<file path="config.mk">
export PLATFORM = sky130hd
export DESIGN_NAME = sha256_byte_stream_hasher
export DESIGN_NICKNAME = d
export VERILOG_FILES = /design/src/hw/rtl/sha_pkg.sv /design/src/hw/rtl/sha256_byte_stream_hasher.sv /design/src/hw/rtl/sha_datapath.sv /design/src/hw/rtl/sha_ctrl.sv
export SDC_FILE = /design/constraint.sdc
export NUM_CORES = 2
export LEC_CHECK = 0
export BUFFER_PORTS_ARGS = -buffer_cell sky130_fd_sc_hd__buf_4
export CORE_ASPECT_RATIO = 1.75
export CORE_MARGIN = 2
export CORE_UTILIZATION = 25
export CTS_BUF_LIST = sky130_fd_sc_hd__clkbuf_4 sky130_fd_sc_hd__clkbuf_8
export DETAILED_ROUTE_END_ITERATION = 10
export GPL_TIMING_DRIVEN = 0
export RECOVER_POWER = 50
export SLEW_MARGIN = 20
export SYNTH_ARGS = -nofsm -noshare
export SYNTH_HDL_FRONTEND = slang
export SYNTH_HIERARCHICAL = 1
export SYNTH_SLANG_ARGS = --single-unit
export TNS_END_PERCENT = 100
</file>
<file path="constraint.sdc">
create_clock -name i_clk -period 9.2 [get_ports i_clk]
set_input_delay 0.92 -clock i_clk [delete_from_list [all_inputs] [get_ports i_clk]]
set_output_delay 0.92 -clock i_clk [all_outputs]
set_load 0.03 [all_outputs]
</file>
<file path="src/hw/rtl/sha_pkg.sv">
// ----------------------------------------------------------------------------
// SHA-256 package
// Shared payload types, round constants, initial hash words and the
// command and status structs between the controller and the datapath.
// ----------------------------------------------------------------------------
package sha_pkg;

    typedef struct packed {
        logic [7:0] data_byte;
        logic       has_byte;
        logic       last;
    } t_in_word;

    typedef struct packed {
        logic [31:0] digest_word;
        logic [2:0]  word_index;
        logic        last_word;
    } t_out_word;

    localparam logic [7:0] PAD_BYTE = 8'h80;

    // What to put into the block buffer on a write cycle.
    typedef enum logic [1:0] {
        WR_NONE = 2'd0,
        WR_BYTE = 2'd1,
        WR_PAD  = 2'd2,
        WR_LEN  = 2'd3
    } t_wr_op;

    typedef struct packed {
        t_wr_op     wr_op;
        logic [7:0] wr_byte;
        logic       count_byte;   // advance position and message length
        logic       round_start;  // load working variables from chain hash
        logic       round_step;   // run one round
        logic       round_finish; // add working variables into chain hash
        logic       zero_block;   // clear the whole block buffer
        logic       chain_init;   // reload the initial hash, clear counters
        logic       out_shift;    // rotate the chain hash for output
    } t_sha_cmd;

    typedef struct packed {
        logic       block_full;   // position wrapped to zero after a byte
        logic [5:0] position;
        logic       last_round;
    } t_sha_sts;

    function automatic logic [31:0] init_hash(input logic [2:0] idx);
        logic [31:0] v;
        unique case (idx)
            3'd0: v = 32'h6a09e667;
            3'd1: v = 32'hbb67ae85;
            3'd2: v = 32'h3c6ef372;
            3'd3: v = 32'ha54ff53a;
            3'd4: v = 32'h510e527f;
            3'd5: v = 32'h9b05688c;
            3'd6: v = 32'h1f83d9ab;
            default: v = 32'h5be0cd19;
        endcase
        return v;
    endfunction

    function automatic logic [31:0] round_k(input logic [5:0] idx);
        logic [31:0] k [64];
        k = '{
            32'h428a2f98, 32'h71374491, 32'hb5c0fbcf, 32'he9b5dba5,
            32'h3956c25b, 32'h59f111f1, 32'h923f82a4, 32'hab1c5ed5,
            32'hd807aa98, 32'h12835b01, 32'h243185be, 32'h550c7dc3,
            32'h72be5d74, 32'h80deb1fe, 32'h9bdc06a7, 32'hc19bf174,
            32'he49b69c1, 32'hefbe4786, 32'h0fc19dc6, 32'h240ca1cc,
            32'h2de92c6f, 32'h4a7484aa, 32'h5cb0a9dc, 32'h76f988da,
            32'h983e5152, 32'ha831c66d, 32'hb00327c8, 32'hbf597fc7,
            32'hc6e00bf3, 32'hd5a79147, 32'h06ca6351, 32'h14292967,
            32'h27b70a85, 32'h2e1b2138, 32'h4d2c6dfc, 32'h53380d13,
            32'h650a7354, 32'h766a0abb, 32'h81c2c92e, 32'h92722c85,
            32'ha2bfe8a1, 32'ha81a664b, 32'hc24b8b70, 32'hc76c51a3,
            32'hd192e819, 32'hd6990624, 32'hf40e3585, 32'h106aa070,
            32'h19a4c116, 32'h1e376c08, 32'h2748774c, 32'h34b0bcb5,
            32'h391c0cb3, 32'h4ed8aa4a, 32'h5b9cca4f, 32'h682e6ff3,
            32'h748f82ee, 32'h78a5636f, 32'h84c87814, 32'h8cc70208,
            32'h90befffa, 32'ha4506ceb, 32'hbef9a3f7, 32'hc67178f2
        };
        return k[idx];
    endfunction

endpackage

</file>
<file path="src/hw/rtl/sha256_byte_stream_hasher.sv">
// ----------------------------------------------------------------------------
// SHA-256 byte stream hasher
// Hashes a message taken one byte per word and returns the eight digest
// words, most significant first.
// ----------------------------------------------------------------------------
//  channel   signals                          direction
//  input     i_valid, o_ready, i_data         in
//  output    o_valid, i_ready, o_data         out
//
//  A byte that does not fill the block is written in S_IDLE and checked in S_CHECK.
//  A byte that fills the block adds a compression: one round per cycle in the
//  shared round unit, plus load and add-back.
//  The last word adds padding (with an extra compression if the pad lands at 56 or beyond),
//  one compression and the eight output words, each stalled while i_ready is low.
//  Reset is synchronous: it restores the initial hash and clears the counters on a clock edge.
// ----------------------------------------------------------------------------
module sha256_byte_stream_hasher (
    input  logic                i_clk,
    input  logic                i_rst_n,
    input  logic                i_valid,
    output logic                o_ready,
    input  sha_pkg::t_in_word   i_data,
    output logic                o_valid,
    input  logic                i_ready,
    output sha_pkg::t_out_word  o_data
);

    sha_pkg::t_sha_cmd cmd;
    sha_pkg::t_sha_sts sts;
    logic [31:0]       digest;
    logic [2:0]        idx;

    sha_ctrl u_ctrl (
        .i_clk        (i_clk),
        .i_rst_n      (i_rst_n),
        .i_valid      (i_valid),
        .o_ready      (o_ready),
        .i_data       (i_data),
        .i_out_ready  (i_ready),
        .o_out_valid  (o_valid),
        .o_word_index (idx),
        .o_cmd        (cmd),
        .i_sts        (sts)
    );

    sha_datapath u_dp (
        .i_clk         (i_clk),
        .i_rst_n       (i_rst_n),
        .i_cmd         (cmd),
        .o_sts         (sts),
        .o_digest_word (digest)
    );

    assign o_data.digest_word = digest;
    assign o_data.word_index  = idx;
    assign o_data.last_word   = (idx == 3'd7);

`ifndef ASSERT_OFF
    a_no_overlap: assert property (@(posedge i_clk) disable iff (!i_rst_n)
        !(o_ready && o_valid))
        else $error("input and output handshakes overlap");
    a_round_excl: assert property (@(posedge i_clk) disable iff (!i_rst_n)
        !(cmd.round_step && cmd.wr_op != sha_pkg::WR_NONE))
        else $error("block write during a round");
    a_out_order: assert property (@(posedge i_clk) disable iff (!i_rst_n)
        (o_valid && i_ready && idx != 3'd7) |=> (o_valid && idx == $past(idx) + 3'd1))
        else $error("digest words out of order");
`endif

endmodule

</file>
<file path="src/hw/rtl/sha_datapath.sv">
// ----------------------------------------------------------------------------
// SHA-256 datapath
// Block buffer, message schedule window, one round unit, chain hash,
// byte position and message length.
// ----------------------------------------------------------------------------
module sha_datapath (
    input  logic               i_clk,
    input  logic               i_rst_n,
    input  sha_pkg::t_sha_cmd  i_cmd,
    output sha_pkg::t_sha_sts  o_sts,
    output logic [31:0]        o_digest_word
);

    logic [31:0] r_blk [16];
    logic [31:0] r_hash [8];
    logic [31:0] r_a, r_b, r_c, r_d, r_e, r_f, r_g, r_h;
    logic [5:0]  r_pos;
    logic [60:0] r_msg_bytes;
    logic [5:0]  r_round;

    logic [31:0] w_now, s0, s1, w_new, t1, t2, sig1, sig0, ch, mj;
    logic [63:0] bit_len;

    assign bit_len = {r_msg_bytes, 3'b000};

    // The block buffer doubles as the schedule window: word 0 is W[t].
    assign w_now = r_blk[0];
    assign s0 = {r_blk[1][6:0], r_blk[1][31:7]} ^ {r_blk[1][17:0], r_blk[1][31:18]}
              ^ (r_blk[1] >> 3);
    assign s1 = {r_blk[14][16:0], r_blk[14][31:17]}
              ^ {r_blk[14][18:0], r_blk[14][31:19]} ^ (r_blk[14] >> 10);
    assign w_new = s1 + r_blk[9] + s0 + r_blk[0];

    assign sig1 = {r_e[5:0], r_e[31:6]} ^ {r_e[10:0], r_e[31:11]}
                ^ {r_e[24:0], r_e[31:25]};
    assign ch   = (r_e & r_f) ^ (~r_e & r_g);
    assign t1   = r_h + sig1 + ch + sha_pkg::round_k(r_round) + w_now;
    assign sig0 = {r_a[1:0], r_a[31:2]} ^ {r_a[12:0], r_a[31:13]}
                ^ {r_a[21:0], r_a[31:22]};
    assign mj   = (r_a & r_b) ^ (r_a & r_c) ^ (r_b & r_c);
    assign t2   = sig0 + mj;

    always_ff @(posedge i_clk) begin
        if (i_cmd.zero_block) begin
            for (int i = 0; i < 16; i++) r_blk[i] <= '0;
        end else if (i_cmd.round_step) begin
            for (int i = 0; i < 15; i++) r_blk[i] <= r_blk[i+1];
            r_blk[15] <= w_new;
        end else begin
            unique case (i_cmd.wr_op)
                sha_pkg::WR_BYTE, sha_pkg::WR_PAD: begin
                    r_blk[r_pos[5:2]][8*(3-r_pos[1:0]) +: 8] <= i_cmd.wr_byte;
                    // Padding clears the rest of the current word and all later words.
                    if (i_cmd.wr_op == sha_pkg::WR_PAD) begin
                        unique case (r_pos[1:0])
                            2'd0: r_blk[r_pos[5:2]][23:0] <= '0;
                            2'd1: r_blk[r_pos[5:2]][15:0] <= '0;
                            2'd2: r_blk[r_pos[5:2]][7:0]  <= '0;
                            default: ;
                        endcase
                        for (int i = 0; i < 16; i++) begin
                            if (4'(i) > r_pos[5:2]) r_blk[i] <= '0;
                        end
                    end
                end
                sha_pkg::WR_LEN: begin
                    r_blk[14] <= bit_len[63:32];
                    r_blk[15] <= bit_len[31:0];
                end
                default: ;
            endcase
        end
    end

    always_ff @(posedge i_clk) begin
        if (i_cmd.round_start) begin
            {r_a, r_b, r_c, r_d} <= {r_hash[0], r_hash[1], r_hash[2], r_hash[3]};
            {r_e, r_f, r_g, r_h} <= {r_hash[4], r_hash[5], r_hash[6], r_hash[7]};
        end else if (i_cmd.round_step) begin
            r_h <= r_g; r_g <= r_f; r_f <= r_e; r_e <= r_d + t1;
            r_d <= r_c; r_c <= r_b; r_b <= r_a; r_a <= t1 + t2;
        end
    end

    always_ff @(posedge i_clk) begin
        if (!i_rst_n || i_cmd.chain_init) begin
            for (int i = 0; i < 8; i++) r_hash[i] <= sha_pkg::init_hash(3'(i));
            r_pos       <= '0;
            r_msg_bytes <= '0;
        end else begin
            if (i_cmd.round_finish) begin
                r_hash[0] <= r_hash[0] + r_a; r_hash[1] <= r_hash[1] + r_b;
                r_hash[2] <= r_hash[2] + r_c; r_hash[3] <= r_hash[3] + r_d;
                r_hash[4] <= r_hash[4] + r_e; r_hash[5] <= r_hash[5] + r_f;
                r_hash[6] <= r_hash[6] + r_g; r_hash[7] <= r_hash[7] + r_h;
            end else if (i_cmd.out_shift) begin
                for (int i = 0; i < 7; i++) r_hash[i] <= r_hash[i+1];
                r_hash[7] <= r_hash[0];
            end
            if (i_cmd.count_byte) begin
                r_pos       <= r_pos + 6'd1;
                r_msg_bytes <= r_msg_bytes + 61'd1;
            end
        end
    end

    always_ff @(posedge i_clk) begin
        if (!i_rst_n || i_cmd.round_start) r_round <= '0;
        else if (i_cmd.round_step)         r_round <= r_round + 6'd1;
    end

    assign o_sts.block_full = (r_pos == 6'd0);
    assign o_sts.position   = r_pos;
    assign o_sts.last_round = (r_round == 6'd63);
    assign o_digest_word    = r_hash[0];

endmodule

</file>
<file path="src/hw/rtl/sha_ctrl.sv">
// ----------------------------------------------------------------------------
// SHA-256 controller
// Sequences byte writes, compressions, padding and digest output.
// ----------------------------------------------------------------------------
module sha_ctrl (
    input  logic               i_clk,
    input  logic               i_rst_n,
    input  logic               i_valid,
    output logic               o_ready,
    input  sha_pkg::t_in_word  i_data,
    input  logic               i_out_ready,
    output logic               o_out_valid,
    output logic [2:0]         o_word_index,
    output sha_pkg::t_sha_cmd  o_cmd,
    input  sha_pkg::t_sha_sts  i_sts
);

    typedef enum logic [7:0] {
        S_IDLE   = 8'b0000_0001,
        S_CHECK  = 8'b0000_0010,
        S_START  = 8'b0000_0100,
        S_ROUND  = 8'b0000_1000,
        S_FINISH = 8'b0001_0000,
        S_PAD    = 8'b0010_0000,
        S_LEN    = 8'b0100_0000,
        S_OUT    = 8'b1000_0000
    } t_state;

    // Which step follows a compression.
    typedef enum logic [1:0] {
        AFTER_IDLE = 2'd0,
        AFTER_PAD  = 2'd1,
        AFTER_LEN  = 2'd2,
        AFTER_OUT  = 2'd3
    } t_after;

    t_state      r_state, n_state;
    t_after      r_after, n_after;
    logic        r_last, n_last;
    logic [2:0]  r_idx, n_idx;

    always_ff @(posedge i_clk) begin
        if (!i_rst_n) begin
            r_state <= S_IDLE;
            r_after <= AFTER_IDLE;
            r_last  <= 1'b0;
            r_idx   <= '0;
        end else begin
            r_state <= n_state;
            r_after <= n_after;
            r_last  <= n_last;
            r_idx   <= n_idx;
        end
    end

    assign o_ready      = (r_state == S_IDLE);
    assign o_out_valid  = (r_state == S_OUT);
    assign o_word_index = r_idx;

    always_comb begin
        n_state = r_state;
        n_after = r_after;
        n_last  = r_last;
        n_idx   = r_idx;
        o_cmd   = '0;
        o_cmd.wr_op = sha_pkg::WR_NONE;
        unique case (r_state)
            S_IDLE: begin
                if (i_valid) begin
                    n_last = i_data.last;
                    if (i_data.has_byte) begin
                        o_cmd.wr_op      = sha_pkg::WR_BYTE;
                        o_cmd.wr_byte    = i_data.data_byte;
                        o_cmd.count_byte = 1'b1;
                        n_state = S_CHECK;
                    end else if (i_data.last) begin
                        n_state = S_PAD;
                    end
                end
            end
            S_CHECK: begin
                // A byte that fills the block starts a compression.
                if (i_sts.block_full) begin
                    n_after = r_last ? AFTER_PAD : AFTER_IDLE;
                    n_state = S_START;
                end else begin
                    n_state = r_last ? S_PAD : S_IDLE;
                end
            end
            S_START: begin
                o_cmd.round_start = 1'b1;
                n_state = S_ROUND;
            end
            S_ROUND: begin
                o_cmd.round_step = 1'b1;
                if (i_sts.last_round) n_state = S_FINISH;
            end
            S_FINISH: begin
                o_cmd.round_finish = 1'b1;
                unique case (r_after)
                    AFTER_IDLE: n_state = S_IDLE;
                    AFTER_PAD:  n_state = S_PAD;
                    AFTER_LEN:  n_state = S_LEN;
                    default:    n_state = S_OUT;
                endcase
                if (r_after == AFTER_LEN) o_cmd.zero_block = 1'b1;
            end
            S_PAD: begin
                o_cmd.wr_op   = sha_pkg::WR_PAD;
                o_cmd.wr_byte = sha_pkg::PAD_BYTE;
                if (i_sts.position >= 6'd56) begin
                    n_after = AFTER_LEN;
                    n_state = S_START;
                end else begin
                    n_state = S_LEN;
                end
            end
            S_LEN: begin
                o_cmd.wr_op = sha_pkg::WR_LEN;
                n_after = AFTER_OUT;
                n_idx   = '0;
                n_state = S_START;
            end
            default: begin
                if (i_out_ready) begin
                    o_cmd.out_shift = 1'b1;
                    n_idx = r_idx + 3'd1;
                    if (r_idx == 3'd7) begin
                        o_cmd.out_shift  = 1'b0;
                        o_cmd.chain_init = 1'b1;
                        n_state = S_IDLE;
                    end
                end
            end
        endcase
    end

endmodule

</file>
; Word level (Yosys, flattened, before mapping)
; Memory sizes are Yosys's and may differ from the RTL's.
; Index checks and enable logic that the tools add are counted.
[totals]
ff_bits = 343
ram_bits = 768
romBits = 2048
inputBits = 14
out_inout_bits = 38
wordCells = 512
memories = 3
[mem_list]
columns = memory, words, word_bits, read_ports, rd_clocked_by_memory_dff, write_ports, line_no
row1 = (name not given), 64, 32, 1, 0, 0, sha_pkg.sv:83  ; return k[idx];
row2 = u_dp.r_blk, 16, 32, 16, 0, 16, sha_datapath.sv:14  ; logic [31:0] r_blk [16];
row3 = u_dp.r_hash, 8, 32, 8, 0, 8, sha_datapath.sv:15  ; logic [31:0] r_hash [8];
[classes]
n_addsub = 24
magnitude_cmp = 18
n_eq_ne = 22
shift = 2
muxes = 292
n_bitwise = 117
reduce_logical = 19
[ops]
columns = cell, count
row1 = 32-bit 2-to-1 mux, 79
row2 = 32-bit adder, 18
row3 = 32-bit bitwise XOR, 9
row4 = 1-bit 2-to-1 mux, 188
row5 = 32-bit bitwise AND, 5
row6 = 1-bit bitwise OR, 98
row7 = 61-bit by 1-bit adder with 61-bit output (second input constant), 1
row8 = 8-bit 2-to-1 mux, 7
row9 = 8-bit case mux with 7 select lines, 1
row10 = 32-bit negation with 34-bit output, 1
row11 = 8-bit by 34-bit variable shift with 32-bit output (first input constant), 1
row12 = 8-bit by 34-bit indexed part select with 32-bit output, 1
row13 = 4-bit greater-than comparator (first input constant), 8
row14 = 32-bit inverter, 1
row15 = 32-bit OR reduction, 1
row16 = 32-bit by 22-bit bitwise XOR with 32-bit output, 1
row17 = 32-bit by 29-bit bitwise XOR with 32-bit output, 1
row18 = 8-bit case mux with 3 select lines, 1
row19 = 3-bit by 4-bit greater-than comparator with 1-bit output (first input constant), 4
row20 = 8-bit case mux with 2 select lines, 1
row21 = 8-bit nonzero test, 2
row22 = 6-bit by 1-bit adder with 6-bit output (second input constant), 2
row23 = 2-bit 2-to-1 mux, 6
row24 = 2-bit case mux with 3 select lines, 2
row25 = 42 further kinds, 55

; Depth between registers and ports, before layout
[depth]
depth_word = 14
ltp_mapped = 39
mapped_depth_nobuf = 36

; By module
; Netlist, hierarchy kept.
[by_module_without_submodules]
columns = mod, n_inst, cells_per_inst, area_per_inst_um2, seq_area_each_um2
row1 = sha_datapath, 1, 7108, 74350.1, 32210.9
row2 = sha_ctrl, 1, 146, 1109.8, 280.3
row3 = sha256_byte_stream_hasher, 1, 1, 6.3, 0.0

; Worst setup path before layout
; Ideal clock, no wire load.
[synth_timing]
path_kind = register -> register
startpoint = reg u_dp.r_round[2]
endpoint = reg u_dp.r_a[31] (data pin)
setup_time_ns = 0.260
arrival_ns = 7.827
required_ns = 8.940
setup_slack_ns = 1.113
path_stages_with_launch = 38
n_path_buf = 4
synth_period_minus_slack_ns = 8.087
path_cell_list = dfxtp_1 > clkbuf_1 > inv_1 > clkbuf_1 > buf_1 > buf_1 > ha_1 > nor2_1 > o2bb2ai_1 > mux4_2 > fa_1 > fa_1 > inv_1 > ha_1 > inv_1 > fa_1 > nand2b_1 > a21oi_1 > [... 2 more ...] > nand3_1 > nand2b_1 > a21o_1 > a21o_1 > a21o_1 > xor2_1 > inv_1 > fa_1 > inv_1 > ha_1 > a21o_1 > a21oi_1 > o21ai_2 > a221oi_2 > o21ai_2 > o41ai_4 > xnor2_1 > mux2_2
[synth_between]
elab_chain_cells = 9
[synth_lines]
columns = item, line_no
row1 = "start, declared", sha_datapath.sv:19  ; logic [5:0] r_round;
row2 = "start signal, assigned", sha_datapath.sv:109  ; else if (i_cmd.round_step) r_round <= r_round + 6'd1;
row3 = 6-bit inverter with 7-bit output (not written as such), sha_pkg.sv:83
row4 = memory 64 x 32 bit, --
row5 = 32-bit 2-to-1 mux (not written as such) (2 in series), sha_pkg.sv:83
row6 = 32-bit adder (2 in series), sha_datapath.sv:37  ; assign t1 = r_h + sig1 + ch + sha_pkg::round_k(r_round) + w_now;
row7 = 32-bit adder, sha_datapath.sv:81  ; r_d <= r_c; r_c <= r_b; r_b <= r_a; r_a <= t1 + t2;
row8 = 32-bit 2-to-1 mux, sha_datapath.sv:79  ; end else if (i_cmd.round_step) begin
row9 = 32-bit 2-to-1 mux, sha_datapath.sv:76  ; if (i_cmd.round_start) begin
row10 = "end signal, assigned", sha_datapath.sv:77  ; {r_a, r_b, r_c, r_d} <= {r_hash[0], r_hash[1], r_hash[2], r_hash[3]};
row11 = "end signal, assigned", sha_datapath.sv:81
row12 = "end, declared", sha_datapath.sv:16  ; logic [31:0] r_a, r_b, r_c, r_d, r_e, r_f, r_g, r_h;
; No other way between the ends. The select of a mux whose other input is x is not followed.
; A chain may end at the register's enable or synchronous reset.

; Worst setup path after layout
[layout_timing]
startpoint = reg u_dp.r_round[0]
endpoint = reg u_dp.r_a[31] (data pin)
; Same word-level chain as after synthesis.

==> results.py <==
metrics = {
    "yosys": {
        "syn_area_um2": 75500,
        "synth_area_per_cell_um2": 10.4,
        "ys.warnings.count": 6,
        "yosysSeqAreaShare_pct": 43.1,
        "synthSimpleGateAreaFrac_pct": 10.4,
        "synth_top_family_by_area": "compound AO/OA/AOI/OAI gates",
        "synth_xor_area_share_pct": 7.45,
        "syn_inst": 7255,
        "synth_compound_area_share_pct": 19.5,
        "synth_nets": 7865,
        "synth_area_leaders": "edfxtp_1 41%, ha_1 6.6%, fa_1 5.2%",
        "synth_edf_count": 1024,
        "synthArstFlopShare_pct": 0,
        "yosys_register_bits": 1111,
        "synthFlopType": "edfxtp_1",
        "synth_top_area_share_pct": 40.7,
        "muxShareOfSynthArea_pct": 3.89,
        "post_synth_num_cell_types": 92,
        "yosysTopAreaCell": "edfxtp_1",
        "synth-adder-area-share_pct": 11.9,
    },
    "global_routing": {
        "track_usage_pct": 21.7,
        "grt_max_degree": 45,
        "grt_pass1_wl_um": 472000,
        "antenna_found_initial": 15,
        "grt.overflow.total": 0,
        "grt_pass1_vias": 64300,
    },
    "final_layout": {
        "final_common_cell": "edfxtp_1",
        "final_util_pct": 28.4,
        "layout.nets": 8131,
        "fill_cells": 31400,
        "drive_gt1_share_pct": 10.2,
        "layout_common_cells": "1024 x edfxtp_1, 540 x a21oi_1, 510 x nand2_1",
        "area_delta_synth_final_pct": 13.0,
    },
    "detailed_routing": {
        "drt_iter0_markers": 5208,
        "drcViolationCount": 0,
        "first_pass_iters": 6,
        "routed_via_density": 5.36,
        "ant_nets": 0,
        "wl_um": 342000,
        "wire_per_inst_um": 29.3,
        "vias": 62600,
    },
    "floorplanning": {
        "chipHeight_um": 731,
        "coreArea_um2": 300000,
        "dieWidth_um": 419,
        "rows": 266,
        "die_area_um2": 306000,
        "io_pins": 52,
        "start_util_pct": 25.1,
    },
    "sta": {
        "fin_worst_skew_ns": 0.121,
        "post-route-period-util_pct": 99.4,
        "final_hold_viol_count": 0,
        "finalSetupViolCount": 0,
        "max-slew-margin-rel_pct": -102,
        "period_needed_ns": 9.14,
        "setup_slack_ns": 0.0590,
        "worstMarginPinSlew_ns": 3.03,
        "rsz0062_at_grt": "true",
        "drv_slew": 358,
        "maxClockFrequency_ghz": 0.109,
    },
    "clock_tree": {
        "cts_max_level": 4,
        "clk_pin_slew_ns": 0.07,
        "numCtsBuffers": 179,
        "cts_sinks": 1111,
        "root_buffer": "clkbuf_8",
        "cts_tree": "yes",
        "clock_latency_ns": 0.97,
        "hold_buffers": 0,
        "clock_path_buffers": 4,
    },
    "setup_path": {
        "r2r_end": "u_dp/r_a[31]",
        "cpPeakStageDelay_ns": 0.51,
        "endpoint_kind": "flop",
        "rr_worst_depth": 36,
        "r2r-start": "u_dp/r_round[0]",
        "critPathMaxFanout": 13,
        "crit_slowest_cell": "fa_1",
        "arrival_ns": 9.81,
        "r2r_slack_ns": 0.06,
        "cp-start-kind": "flop",
        "cpMostUsedCell": "inv_1",
        "cp.required_ns": 9.87,
        "cp-endpoint": "u_dp/r_a[31]",
        "path_class": "reg2reg",
        "critPathLaunch": "u_dp/r_round[0]",
    },
    "placement": {
        "place_ws_ns": -2.54,
        "io_buffers": 51,
        "dp_hpwl_um": 272000,
        "place_congestion": 1.02,
    },
    "power": {
        "ir_drop_uv": 270,
        "finalPower_mw": 33.3,
        "p_per_area_nw_per_um2": 390,
        "leakagePower_nw": 31.1,
    },
    "outcome": {
        "outcome": "finished, violations left",
        "violations": "max-capacitance violations, max-slew violations",
    },
    "min_path": {
        "hold_path_class": "in2reg",
    },
    "run": {
        "maxCapViolCount": 18,
    },
}
-- worst min-delay path by stage --
stage                            to  slack [ns]  cells after the start            startpoint
2_1_floorplan  u_dp/r_msg_bytes[60]        0.46                      2  u_dp/r_msg_bytes[60]
3_3_place_gp    u_dp/r_msg_bytes[8]        0.50                      2   u_dp/r_msg_bytes[8]
3_5_place_dp    u_dp/r_msg_bytes[8]        0.51                      2   u_dp/r_msg_bytes[8]
4_1_cts               u_ctrl/r_last        0.24                      3             i_data[0]
5_1_grt               u_ctrl/r_last        0.32                      3             i_data[0]
6_report              u_ctrl/r_last        0.32                      3             i_data[0]
-- worst max-delay path, delay by kind of cell, from the launching register on --
kind	cells	cell delay [ns]
AOI/OAI and AO/OA	15	3.33
DFF	1	0.37
adders and majority gates	6	2.29
buffers and inverters	8	1.11
and+or+nand+nor	4	1.01
muxes	1	0.26
xor gates and xnor gates	2	0.47
-- state kept, by name, summed over array words and instances (netlist names), 6 cells and up --
register and flops:
u_ctrl/r_state 8, u_dp/r_a 32, u_dp/r_b 32, u_dp/r_blk 512, u_dp/r_c 32, u_dp/r_d 32
u_dp/r_e 32, u_dp/r_f 32, u_dp/r_g 32, u_dp/r_h 32, u_dp/r_hash 256, u_dp/r_msg_bytes 61
u_dp/r_pos 6, u_dp/r_round 6
-- metrics by stage --
step                      hold slack (ns)  setup TNS [ns]  std cells  cell area, µm²
final                               0.321               0      11700           85300
after global routing                0.324          -0.101      11700           85300
after CTS                           0.244               0      11700           85300
after detailed placement            0.505          -62.28      11300           81400
after global placement              0.504         -649.84      11300           80900
after floorplan                     0.458               0       7255           75500
-- cell usage after synthesis, types with 26 or more instances --
cell / instances
mux2i_1: 31
dfxtp_1: 87
xnor2_1: 395
mux2_2: 217
o31ai_1: 26
o21bai_1: 43
a21oi_1: 548
o21ai_1: 55
nor2b_1: 51
o21ai_0: 524
and2_1: 68
a221oi_1: 65
nor2_1: 443
a21o_1: 175
o21a_1: 56
nand3_1: 205
inv_1: 342
a31oi_1: 57
fa_1: 195
o211ai_1: 55
nand2b_1: 75
buf_1: 34
nor3_1: 90
and3_1: 56
edfxtp_1: 1024
xor2_1: 247
nand4_1: 40
buf_4: 32
clkbuf_1: 325
a22o_1: 366
or3_1: 39
nand2_1: 520
a211oi_1: 53
ha_1: 401
-- report_power, final --
group	switching, mW	internal [mW]
sequential	0.597	7.06
combinational	12.9	8.15
clock	2.22	2.30
total	15.8	17.5
-- repair_timing --
item | in CTS | in global routing
pin swaps | 4 | 6
buffers inserted | 5 | 7
setup endpoints to repair | 43 | 10
gates resized for setup | 122 | 64
-- cell families after synthesis --
group / count (synthesis)
muxes: 256
and+or+nand+nor: 1676
AOI/OAI and AO/OA: 2233
buffers and inverters: 738
DFF: 1111
adders and majority gates: 599
xor gates and xnor gates: 642
-- per-layer routing --
| layer | GRT usage, % | part of all wire [%] |
|---|---|---|
| met1 | 18.3 | 29 |
| met5 | 0 | 0.027 |
| met2 | 40.1 | 51 |
| met4 | 25.1 | 14 |
| met3 | 3.50 | 5.1 |
-- area by class of cell --
cell class / count / area (µm²) / area share (%)
clock inverters: 83 / 612 / 0.717
multi-input cells: 5406 / 40500 / 47.5
diodes: 3 / 7.51 / 0.00880
inverters: 343 / 1310 / 1.53
plain buffers: 393 / 1740 / 2.04
well taps: 4020 / 5030 / 5.90
repair buffers: 87 / 694 / 0.814
flip-flops and latches: 1111 / 32500 / 38.1
clock buffers: 230 / 2880 / 3.37
Power figures use the tool's default switching activity.
